`src/rtl/a85_pkg.sv`:
```
package a85_pkg;

    localparam int A85_DIGITS = 5;
    localparam int A85_IDX_W = $clog2(A85_DIGITS);
    localparam int A85_QDEPTH = 2;
    localparam int A85_QPTR_W = (A85_QDEPTH > 1) ? $clog2(A85_QDEPTH) : 1;
    localparam int A85_QCNT_W = $clog2(A85_QDEPTH + 1);

    localparam logic [6:0] A85_RADIX = 7'd85;
    localparam logic [6:0] A85_OFFSET = 7'd33;
    localparam logic [6:0] A85_ZERO_CHAR = 7'h7A;

    // Exact quotient by 85 for any 32-bit value: q = (w * A85_RECIP) >> A85_SHIFT.
    localparam logic [31:0] A85_RECIP = 32'hC0C0_C0C1;
    localparam int A85_SHIFT = 38;
    localparam int A85_QUO_W = 26;

    typedef struct packed {
        logic [31:0] word;
        logic fin;
    } a85_qent_t;

    typedef struct packed {
        logic zero;
        logic fin;
        logic [A85_DIGITS-1:0][6:0] digits;
    } a85_group_t;

endpackage

```
`src/rtl/ascii85_stream_encoder.sv`:
```
// Channel   Direction  Ports                                       Transfer when
// s_        in         s_data_byte, s_final_byte                   s_valid && s_ready
// m_        out        m_out_char, m_group_end, m_stream_end       m_valid && m_ready
//
// A byte is taken in every cycle while the two-entry group queue has room.
// A nonzero group is loaded into the divider, which then writes one base-85 digit
// per cycle via a single 32x32 reciprocal multiplier; a zero group skips the digits.
// The emitter's output register sends up to five characters, one per ready cycle.
// Synchronous active-low reset empties the queue and clears the partial group.
// Each side stalls on its own: m_ready low only backs up the queue and then s_ready.
module ascii85_stream_encoder import a85_pkg::*; (
    input  logic       aclk,
    input  logic       aresetn,
    input  logic       s_valid,
    output logic       s_ready,
    input  logic [7:0] s_data_byte,
    input  logic       s_final_byte,
    output logic       m_valid,
    input  logic       m_ready,
    output logic [6:0] m_out_char,
    output logic       m_group_end,
    output logic       m_stream_end
);

    logic       push_valid;
    logic       push_ready;
    a85_qent_t  push_data;
    logic       q_valid;
    logic       q_ready;
    a85_qent_t  q_data;
    logic       g_valid;
    logic       g_ready;
    a85_group_t g_data;

    a85_front u_front (
        .aclk         (aclk),
        .aresetn      (aresetn),
        .s_valid      (s_valid),
        .s_ready      (s_ready),
        .s_data_byte  (s_data_byte),
        .s_final_byte (s_final_byte),
        .push_valid   (push_valid),
        .push_ready   (push_ready),
        .push_data    (push_data)
    );

    a85_queue u_queue (
        .aclk     (aclk),
        .aresetn  (aresetn),
        .wr_valid (push_valid),
        .wr_ready (push_ready),
        .wr_data  (push_data),
        .rd_valid (q_valid),
        .rd_ready (q_ready),
        .rd_data  (q_data)
    );

    a85_divider u_divider (
        .aclk    (aclk),
        .aresetn (aresetn),
        .q_valid (q_valid),
        .q_ready (q_ready),
        .q_data  (q_data),
        .g_valid (g_valid),
        .g_ready (g_ready),
        .g_data  (g_data)
    );

    a85_emitter u_emitter (
        .aclk         (aclk),
        .aresetn      (aresetn),
        .g_valid      (g_valid),
        .g_ready      (g_ready),
        .g_data       (g_data),
        .m_valid      (m_valid),
        .m_ready      (m_ready),
        .m_out_char   (m_out_char),
        .m_group_end  (m_group_end),
        .m_stream_end (m_stream_end)
    );

endmodule

```
`src/rtl/a85_front.sv`:
```
module a85_front import a85_pkg::*; (
    input  logic       aclk,
    input  logic       aresetn,
    input  logic       s_valid,
    output logic       s_ready,
    input  logic [7:0] s_data_byte,
    input  logic       s_final_byte,
    output logic       push_valid,
    input  logic       push_ready,
    output a85_qent_t  push_data
);

    logic [23:0] group_word_reg, group_word_next;
    logic [1:0]  bytes_held_reg, bytes_held_next;
    logic        take;
    logic        close;
    logic [31:0] padded;

    assign s_ready = push_ready;
    assign take = s_valid && s_ready;
    assign close = (bytes_held_reg == 2'd3) || s_final_byte;

    always_comb begin
        case (bytes_held_reg)
            2'd0: padded = {s_data_byte, 24'd0};
            2'd1: padded = {group_word_reg[7:0], s_data_byte, 16'd0};
            2'd2: padded = {group_word_reg[15:0], s_data_byte, 8'd0};
            default: padded = {group_word_reg, s_data_byte};
        endcase
    end

    assign push_valid = take && close;
    assign push_data.word = padded;
    assign push_data.fin = s_final_byte;

    always_comb begin
        group_word_next = group_word_reg;
        bytes_held_next = bytes_held_reg;
        if (take) begin
            if (close) begin
                group_word_next = 24'd0;
                bytes_held_next = 2'd0;
            end else begin
                group_word_next = {group_word_reg[15:0], s_data_byte};
                bytes_held_next = bytes_held_reg + 2'd1;
            end
        end
    end

    always_ff @(posedge aclk) begin
        if (!aresetn) begin
            group_word_reg <= 24'd0;
            bytes_held_reg <= 2'd0;
        end else begin
            group_word_reg <= group_word_next;
            bytes_held_reg <= bytes_held_next;
        end
    end

endmodule

```
`src/rtl/a85_queue.sv`:
```
module a85_queue import a85_pkg::*; (
    input  logic      aclk,
    input  logic      aresetn,
    input  logic      wr_valid,
    output logic      wr_ready,
    input  a85_qent_t wr_data,
    output logic      rd_valid,
    input  logic      rd_ready,
    output a85_qent_t rd_data
);

    a85_qent_t               mem_reg [A85_QDEPTH];
    logic [A85_QPTR_W-1:0]   wr_ptr_reg, wr_ptr_next;
    logic [A85_QPTR_W-1:0]   rd_ptr_reg, rd_ptr_next;
    logic [A85_QCNT_W-1:0]   count_reg, count_next;
    logic                    do_wr;
    logic                    do_rd;

    assign wr_ready = (count_reg != A85_QCNT_W'(A85_QDEPTH));
    assign rd_valid = (count_reg != '0);
    assign rd_data = mem_reg[rd_ptr_reg];
    assign do_wr = wr_valid && wr_ready;
    assign do_rd = rd_valid && rd_ready;

    always_comb begin
        wr_ptr_next = wr_ptr_reg;
        rd_ptr_next = rd_ptr_reg;
        count_next = count_reg;
        if (do_wr) begin
            wr_ptr_next = (wr_ptr_reg == A85_QPTR_W'(A85_QDEPTH - 1)) ? '0
                        : wr_ptr_reg + A85_QPTR_W'(1);
        end
        if (do_rd) begin
            rd_ptr_next = (rd_ptr_reg == A85_QPTR_W'(A85_QDEPTH - 1)) ? '0
                        : rd_ptr_reg + A85_QPTR_W'(1);
        end
        if (do_wr && !do_rd) begin
            count_next = count_reg + A85_QCNT_W'(1);
        end else if (do_rd && !do_wr) begin
            count_next = count_reg - A85_QCNT_W'(1);
        end
    end

    always_ff @(posedge aclk) begin
        if (!aresetn) begin
            wr_ptr_reg <= '0;
            rd_ptr_reg <= '0;
            count_reg <= '0;
        end else begin
            wr_ptr_reg <= wr_ptr_next;
            rd_ptr_reg <= rd_ptr_next;
            count_reg <= count_next;
        end
    end

    always_ff @(posedge aclk) begin
        if (do_wr) begin
            mem_reg[wr_ptr_reg] <= wr_data;
        end
    end

endmodule

```
`src/rtl/a85_divider.sv`:
```
module a85_divider import a85_pkg::*; (
    input  logic       aclk,
    input  logic       aresetn,
    input  logic       q_valid,
    output logic       q_ready,
    input  a85_qent_t  q_data,
    output logic       g_valid,
    input  logic       g_ready,
    output a85_group_t g_data
);

    localparam logic [1:0] ST_IDLE = 2'd0;
    localparam logic [1:0] ST_BUSY = 2'd1;
    localparam logic [1:0] ST_DONE = 2'd2;

    logic [1:0]                 state_reg, state_next;
    logic [31:0]                w_reg, w_next;
    logic [63:0]                p_reg, p_next;
    logic [A85_IDX_W-1:0]       cnt_reg, cnt_next;
    a85_group_t                 group_reg, group_next;
    logic                       load;
    logic [A85_QUO_W-1:0]       quo;
    logic [6:0]                 rem;
    logic [31:0]                mul_a;
    logic [A85_IDX_W-1:0]       slot;

    assign quo = p_reg[A85_SHIFT +: A85_QUO_W];
    assign rem = w_reg[6:0] - 7'(quo[6:0] * A85_RADIX);
    assign slot = A85_IDX_W'(A85_DIGITS - 1) - cnt_reg;

    assign q_ready = (state_reg == ST_IDLE) || ((state_reg == ST_DONE) && g_ready);
    assign load = q_valid && q_ready;
    assign g_valid = (state_reg == ST_DONE);
    assign g_data = group_reg;

    assign mul_a = (state_reg == ST_BUSY) ? 32'(quo) : q_data.word;
    assign p_next = 64'(mul_a) * 64'(A85_RECIP);

    always_comb begin
        state_next = state_reg;
        w_next = w_reg;
        cnt_next = cnt_reg;
        group_next = group_reg;
        case (state_reg)
            ST_BUSY: begin
                group_next.digits[slot] = rem;
                w_next = 32'(quo);
                cnt_next = cnt_reg + A85_IDX_W'(1);
                if (cnt_reg == A85_IDX_W'(A85_DIGITS - 1)) begin
                    state_next = ST_DONE;
                end
            end
            ST_DONE: begin
                if (g_ready) begin
                    state_next = ST_IDLE;
                end
            end
            default: begin
            end
        endcase
        if (load) begin
            w_next = q_data.word;
            cnt_next = '0;
            group_next.zero = (q_data.word == 32'd0);
            group_next.fin = q_data.fin;
            state_next = (q_data.word == 32'd0) ? ST_DONE : ST_BUSY;
        end
    end

    always_ff @(posedge aclk) begin
        if (!aresetn) begin
            state_reg <= ST_IDLE;
            cnt_reg <= '0;
        end else begin
            state_reg <= state_next;
            cnt_reg <= cnt_next;
        end
    end

    always_ff @(posedge aclk) begin
        w_reg <= w_next;
        p_reg <= p_next;
        group_reg <= group_next;
    end

endmodule

```
`src/rtl/a85_emitter.sv`:
```
module a85_emitter import a85_pkg::*; (
    input  logic       aclk,
    input  logic       aresetn,
    input  logic       g_valid,
    output logic       g_ready,
    input  a85_group_t g_data,
    output logic       m_valid,
    input  logic       m_ready,
    output logic [6:0] m_out_char,
    output logic       m_group_end,
    output logic       m_stream_end
);

    a85_group_t            group_reg, group_next;
    logic                  busy_reg, busy_next;
    logic [A85_IDX_W-1:0]  idx_reg, idx_next;
    logic                  valid_reg, valid_next;
    logic [6:0]            char_reg, char_next;
    logic                  gend_reg, gend_next;
    logic                  send_reg, send_next;
    logic                  issue;
    logic                  last;

    assign issue = busy_reg && (!valid_reg || m_ready);
    assign last = group_reg.zero || (idx_reg == A85_IDX_W'(A85_DIGITS - 1));
    assign g_ready = !busy_reg || (issue && last);

    assign m_valid = valid_reg;
    assign m_out_char = char_reg;
    assign m_group_end = gend_reg;
    assign m_stream_end = send_reg;

    always_comb begin
        group_next = group_reg;
        busy_next = busy_reg;
        idx_next = idx_reg;
        valid_next = valid_reg && !m_ready;
        char_next = char_reg;
        gend_next = gend_reg;
        send_next = send_reg;
        if (issue) begin
            valid_next = 1'b1;
            char_next = group_reg.zero ? A85_ZERO_CHAR
                      : 7'(group_reg.digits[idx_reg] + A85_OFFSET);
            gend_next = last;
            send_next = last && group_reg.fin;
            idx_next = idx_reg + A85_IDX_W'(1);
            if (last) begin
                busy_next = 1'b0;
            end
        end
        if (g_valid && g_ready) begin
            group_next = g_data;
            busy_next = 1'b1;
            idx_next = '0;
        end
    end

    always_ff @(posedge aclk) begin
        if (!aresetn) begin
            busy_reg <= 1'b0;
            idx_reg <= '0;
            valid_reg <= 1'b0;
        end else begin
            busy_reg <= busy_next;
            idx_reg <= idx_next;
            valid_reg <= valid_next;
        end
    end

    always_ff @(posedge aclk) begin
        group_reg <= group_next;
        char_reg <= char_next;
        gend_reg <= gend_next;
        send_reg <= send_next;
    end

    a_zero_char_ends_group: assert property (@(posedge aclk) disable iff (!aresetn)
        valid_reg && (char_reg == A85_ZERO_CHAR) |-> gend_reg)
        else $error("zero-group character without group end");

    a_group_take_starts: assert property (@(posedge aclk) disable iff (!aresetn)
        g_valid && g_ready |=> busy_reg && (idx_reg == '0))
        else $error("group taken but emission did not start");

    a_zero_group_single: assert property (@(posedge aclk) disable iff (!aresetn)
        busy_reg && group_reg.zero |-> (idx_reg == '0))
        else $error("zero group emitted more than one character");

    a_stream_end_on_group_end: assert property (@(posedge aclk) disable iff (!aresetn)
        valid_reg && send_reg |-> gend_reg)
        else $error("stream end flagged inside a group");

endmodule

```
`config.mk`:
```
export PLATFORM = sky130hd
export DESIGN_NAME = ascii85_stream_encoder
export DESIGN_NICKNAME = d
export VERILOG_FILES = /design/src/rtl/a85_pkg.sv /design/src/rtl/ascii85_stream_encoder.sv /design/src/rtl/a85_front.sv /design/src/rtl/a85_queue.sv /design/src/rtl/a85_divider.sv /design/src/rtl/a85_emitter.sv
export SDC_FILE = /design/constraint.sdc
export NUM_CORES = 1
export LEC_CHECK = 0
export BUFFER_PORTS_ARGS = -buffer_cell sky130_fd_sc_hd__buf_4
export CELL_PAD_IN_SITES_DETAIL_PLACEMENT = 1
export CELL_PAD_IN_SITES_GLOBAL_PLACEMENT = 1
export CORE_ASPECT_RATIO = 2
export CORE_MARGIN = 2
export CORE_UTILIZATION = 40
export CTS_BUF_LIST = sky130_fd_sc_hd__clkbuf_2
export DETAILED_ROUTE_END_ITERATION = 16
export PLACE_DENSITY = 0.74
export SYNTH_ARGS = -nofsm -noshare
export SYNTH_HDL_FRONTEND = slang
export SYNTH_SLANG_ARGS = --single-unit
export TNS_END_PERCENT = 5
```
`constraint.sdc`:
```
create_clock -name aclk -period 14.96 [get_ports aclk]
set_input_delay 1.496 -clock aclk [delete_from_list [all_inputs] [get_ports aclk]]
set_output_delay 1.496 -clock aclk [all_outputs]
set_load 0.02 [all_outputs]
```
==> reports/results.tsv <==
metric	value	unit
grt_max_degree	46	
worst-setup-path-type	flip-flop to flip-flop	
path_cells	mux2i_1, o21ai_0, ha_1, ha_1, inv_1, fa_1, inv_1, fa_1, inv_1, fa_1, fa_1, fa_1, inv_1, ha_1, ha_1, nand2_1, nor4_1, nand3_1, o221ai_4, o21ai_2, a211oi_2, nor2_1, o221ai_2, xor2_1	
hold_buffers	0	
crit_fanout	39	
cp.required	15.76	ns
grt_pass1_vias	15690	
yosys-mux-area-fraction	3.041	%
synth_ff_type	edfxtp_1	
min_period	8.508	ns
die_area	0.05096	mm2
yosysTopAreaCellShare	23.87	%
initial_utilization	40.58	%
async_reset_ff_share	0	%
end_kind	flip-flop	
drc	0	
routedWlPerCell	23.16	um
syn_inst	1809	
fp.dieH	317.2	um
synthesis.area	0.01962	mm2
via_count	13510	
yosys-top-cells-count	371 x inv_1, 339 x ha_1, 171 x fa_1	
via_per_inst	5.315	
slew_headroom	20.82	%
drive_gt1_share	8.675	%
clock_tree.buffer_depth	3	
largest_register_ffs	66	
root_buffer	clkbuf_2	
timing.fmax	117.5	MHz
status	complete, no violations	
dp_hpwl	50.66	mm
hold_viol_final	0	
drt_iter0_markers	513	
numCtsBuffers	52	
setup-tns-final	0	ns
synthXorXnorAreaFrac	2.321	%
drv_cap	0	
area_growth	7.995	%
place_ws	6.556	ns
synth.distinct_cells	75	
rsz0062_at_grt	no	
post-route-period-util	56.87	%
core-area	0.04835	mm2
post_cts_resize_count	0	
cts_setup_buffers	0	
yosysMostFrequentCell	inv_1	
drv_slew	0	
first_pass_iters	5	
synth-simple-area-share	7.409	%
gp_congestion	1.100	
clkLatencyLatePin	0.91	ns
layout.nets	2382	
hold_slack	0.3946	ns
worstPathArrival	9.31	ns
die_w	160.6	um
crit_family	adder cells	
fin_skew	0.05744	ns
synth_top_family_by_area	adder cells	
synth_area_leaders	edfxtp_1 24%, ha_1 22%, fa_1 17%	
synth-compound-area-share	9.481	%
cpPeakStageDelay	1.04	ns
hold_path.class	flip-flop to flip-flop	
cts.htree.levels	2	
synth_fa_ha_area_share	39.06	%
cp-start-kind	flip-flop	
cts_tree	done	
grt_first_pass_wirelength	89.56	mm
antenna_found_initial	2	
ys_seq_area_share	30.71	%
overflow	0	
antenna_left	0	
critPathBufInv	4	
slowest_stage	dfxtp_2	
synth-edff-count	156	
ys_seq_elements	223	
synth_top_cell_by_area	edfxtp_1	
rows	114	
timing.final.ws_setup	6.452	ns
setup_viol	0	
port_buffers	23	
synthesis.nets	2332	
path_clk_slew	0.16	ns
clock_sinks	223	
track_usage	23.73	%
avgSynthCellArea	10.85	um2
wl	58.87	mm
cp_common_cell	fa_1	
synth_warnings	0	
io_pins	24	
worst_pin_slew	1.185	ns
## metrics by stage
stage	utilization (%)	instance area, um2	instances
2_1_floorplan	-	19620	1809
3_3_place_gp	42.50	20550	2443
3_5_place_dp	42.50	20550	2443
4_1_cts	43.82	21190	2540
5_1_grt	43.83	21190	2542
6_report	43.83	21190	2542
## cell usage in the layout, fill, tap and decap left out, types with 42 or more instances in the layout
cell / count
clkbuf_2: 65
nor2_1: 56
nand2_1: 100
dfxtp_1: 66
ha_1: 339
inv_1: 371
a21oi_1: 67
fa_1: 171
o21ai_0: 42
edfxtp_1: 156
## layer usage
layer	vias to the layer above	GRT usage, %	part of all wire [%]
met5	-	0	0
met4	0	17.85	8.9
met3	185	3.104	2.4
met2	285	48.93	58
met1	6788	19.92	30
li1	6253	-	-
## path summary, 6_finish.rpt
path	start	end	slack, ns	depth (start not counted)
worst min-delay path	u_divider.g_data[1]	u_emitter.group_reg[1]	0.39	0
worst min register to register	u_divider.g_data[1]	u_emitter.group_reg[1]	0.39	0
worst max-delay path	flip-flop	u_divider.p_reg[56]	6.45	24
worst max register to register	flip-flop	u_divider.p_reg[56]	6.45	24
## final cells by class
class                      count  area [um2]
multi-input combinational   1173       12050
tap                          638       798.3
clock inverter                32       311.5
clock buffer                  65       325.3
fill                        5380       27160
sequential                   223        6027
inverter                     372        1396
timing repair buffer          37       277.8
antenna                        2       5.005
## kinds of logic after synthesis
group	after synthesis
adders and majority gates	510
xor gates and xnor gates	52
buffers and inverters	413
and+or+nand+nor	300
AOI/OAI and AO/OA	261
muxes	50
DFF	223
Power is left out: the tool's default activity adds up to more than one toggle a clock period on the data nets, which glitch-free logic cannot reach.
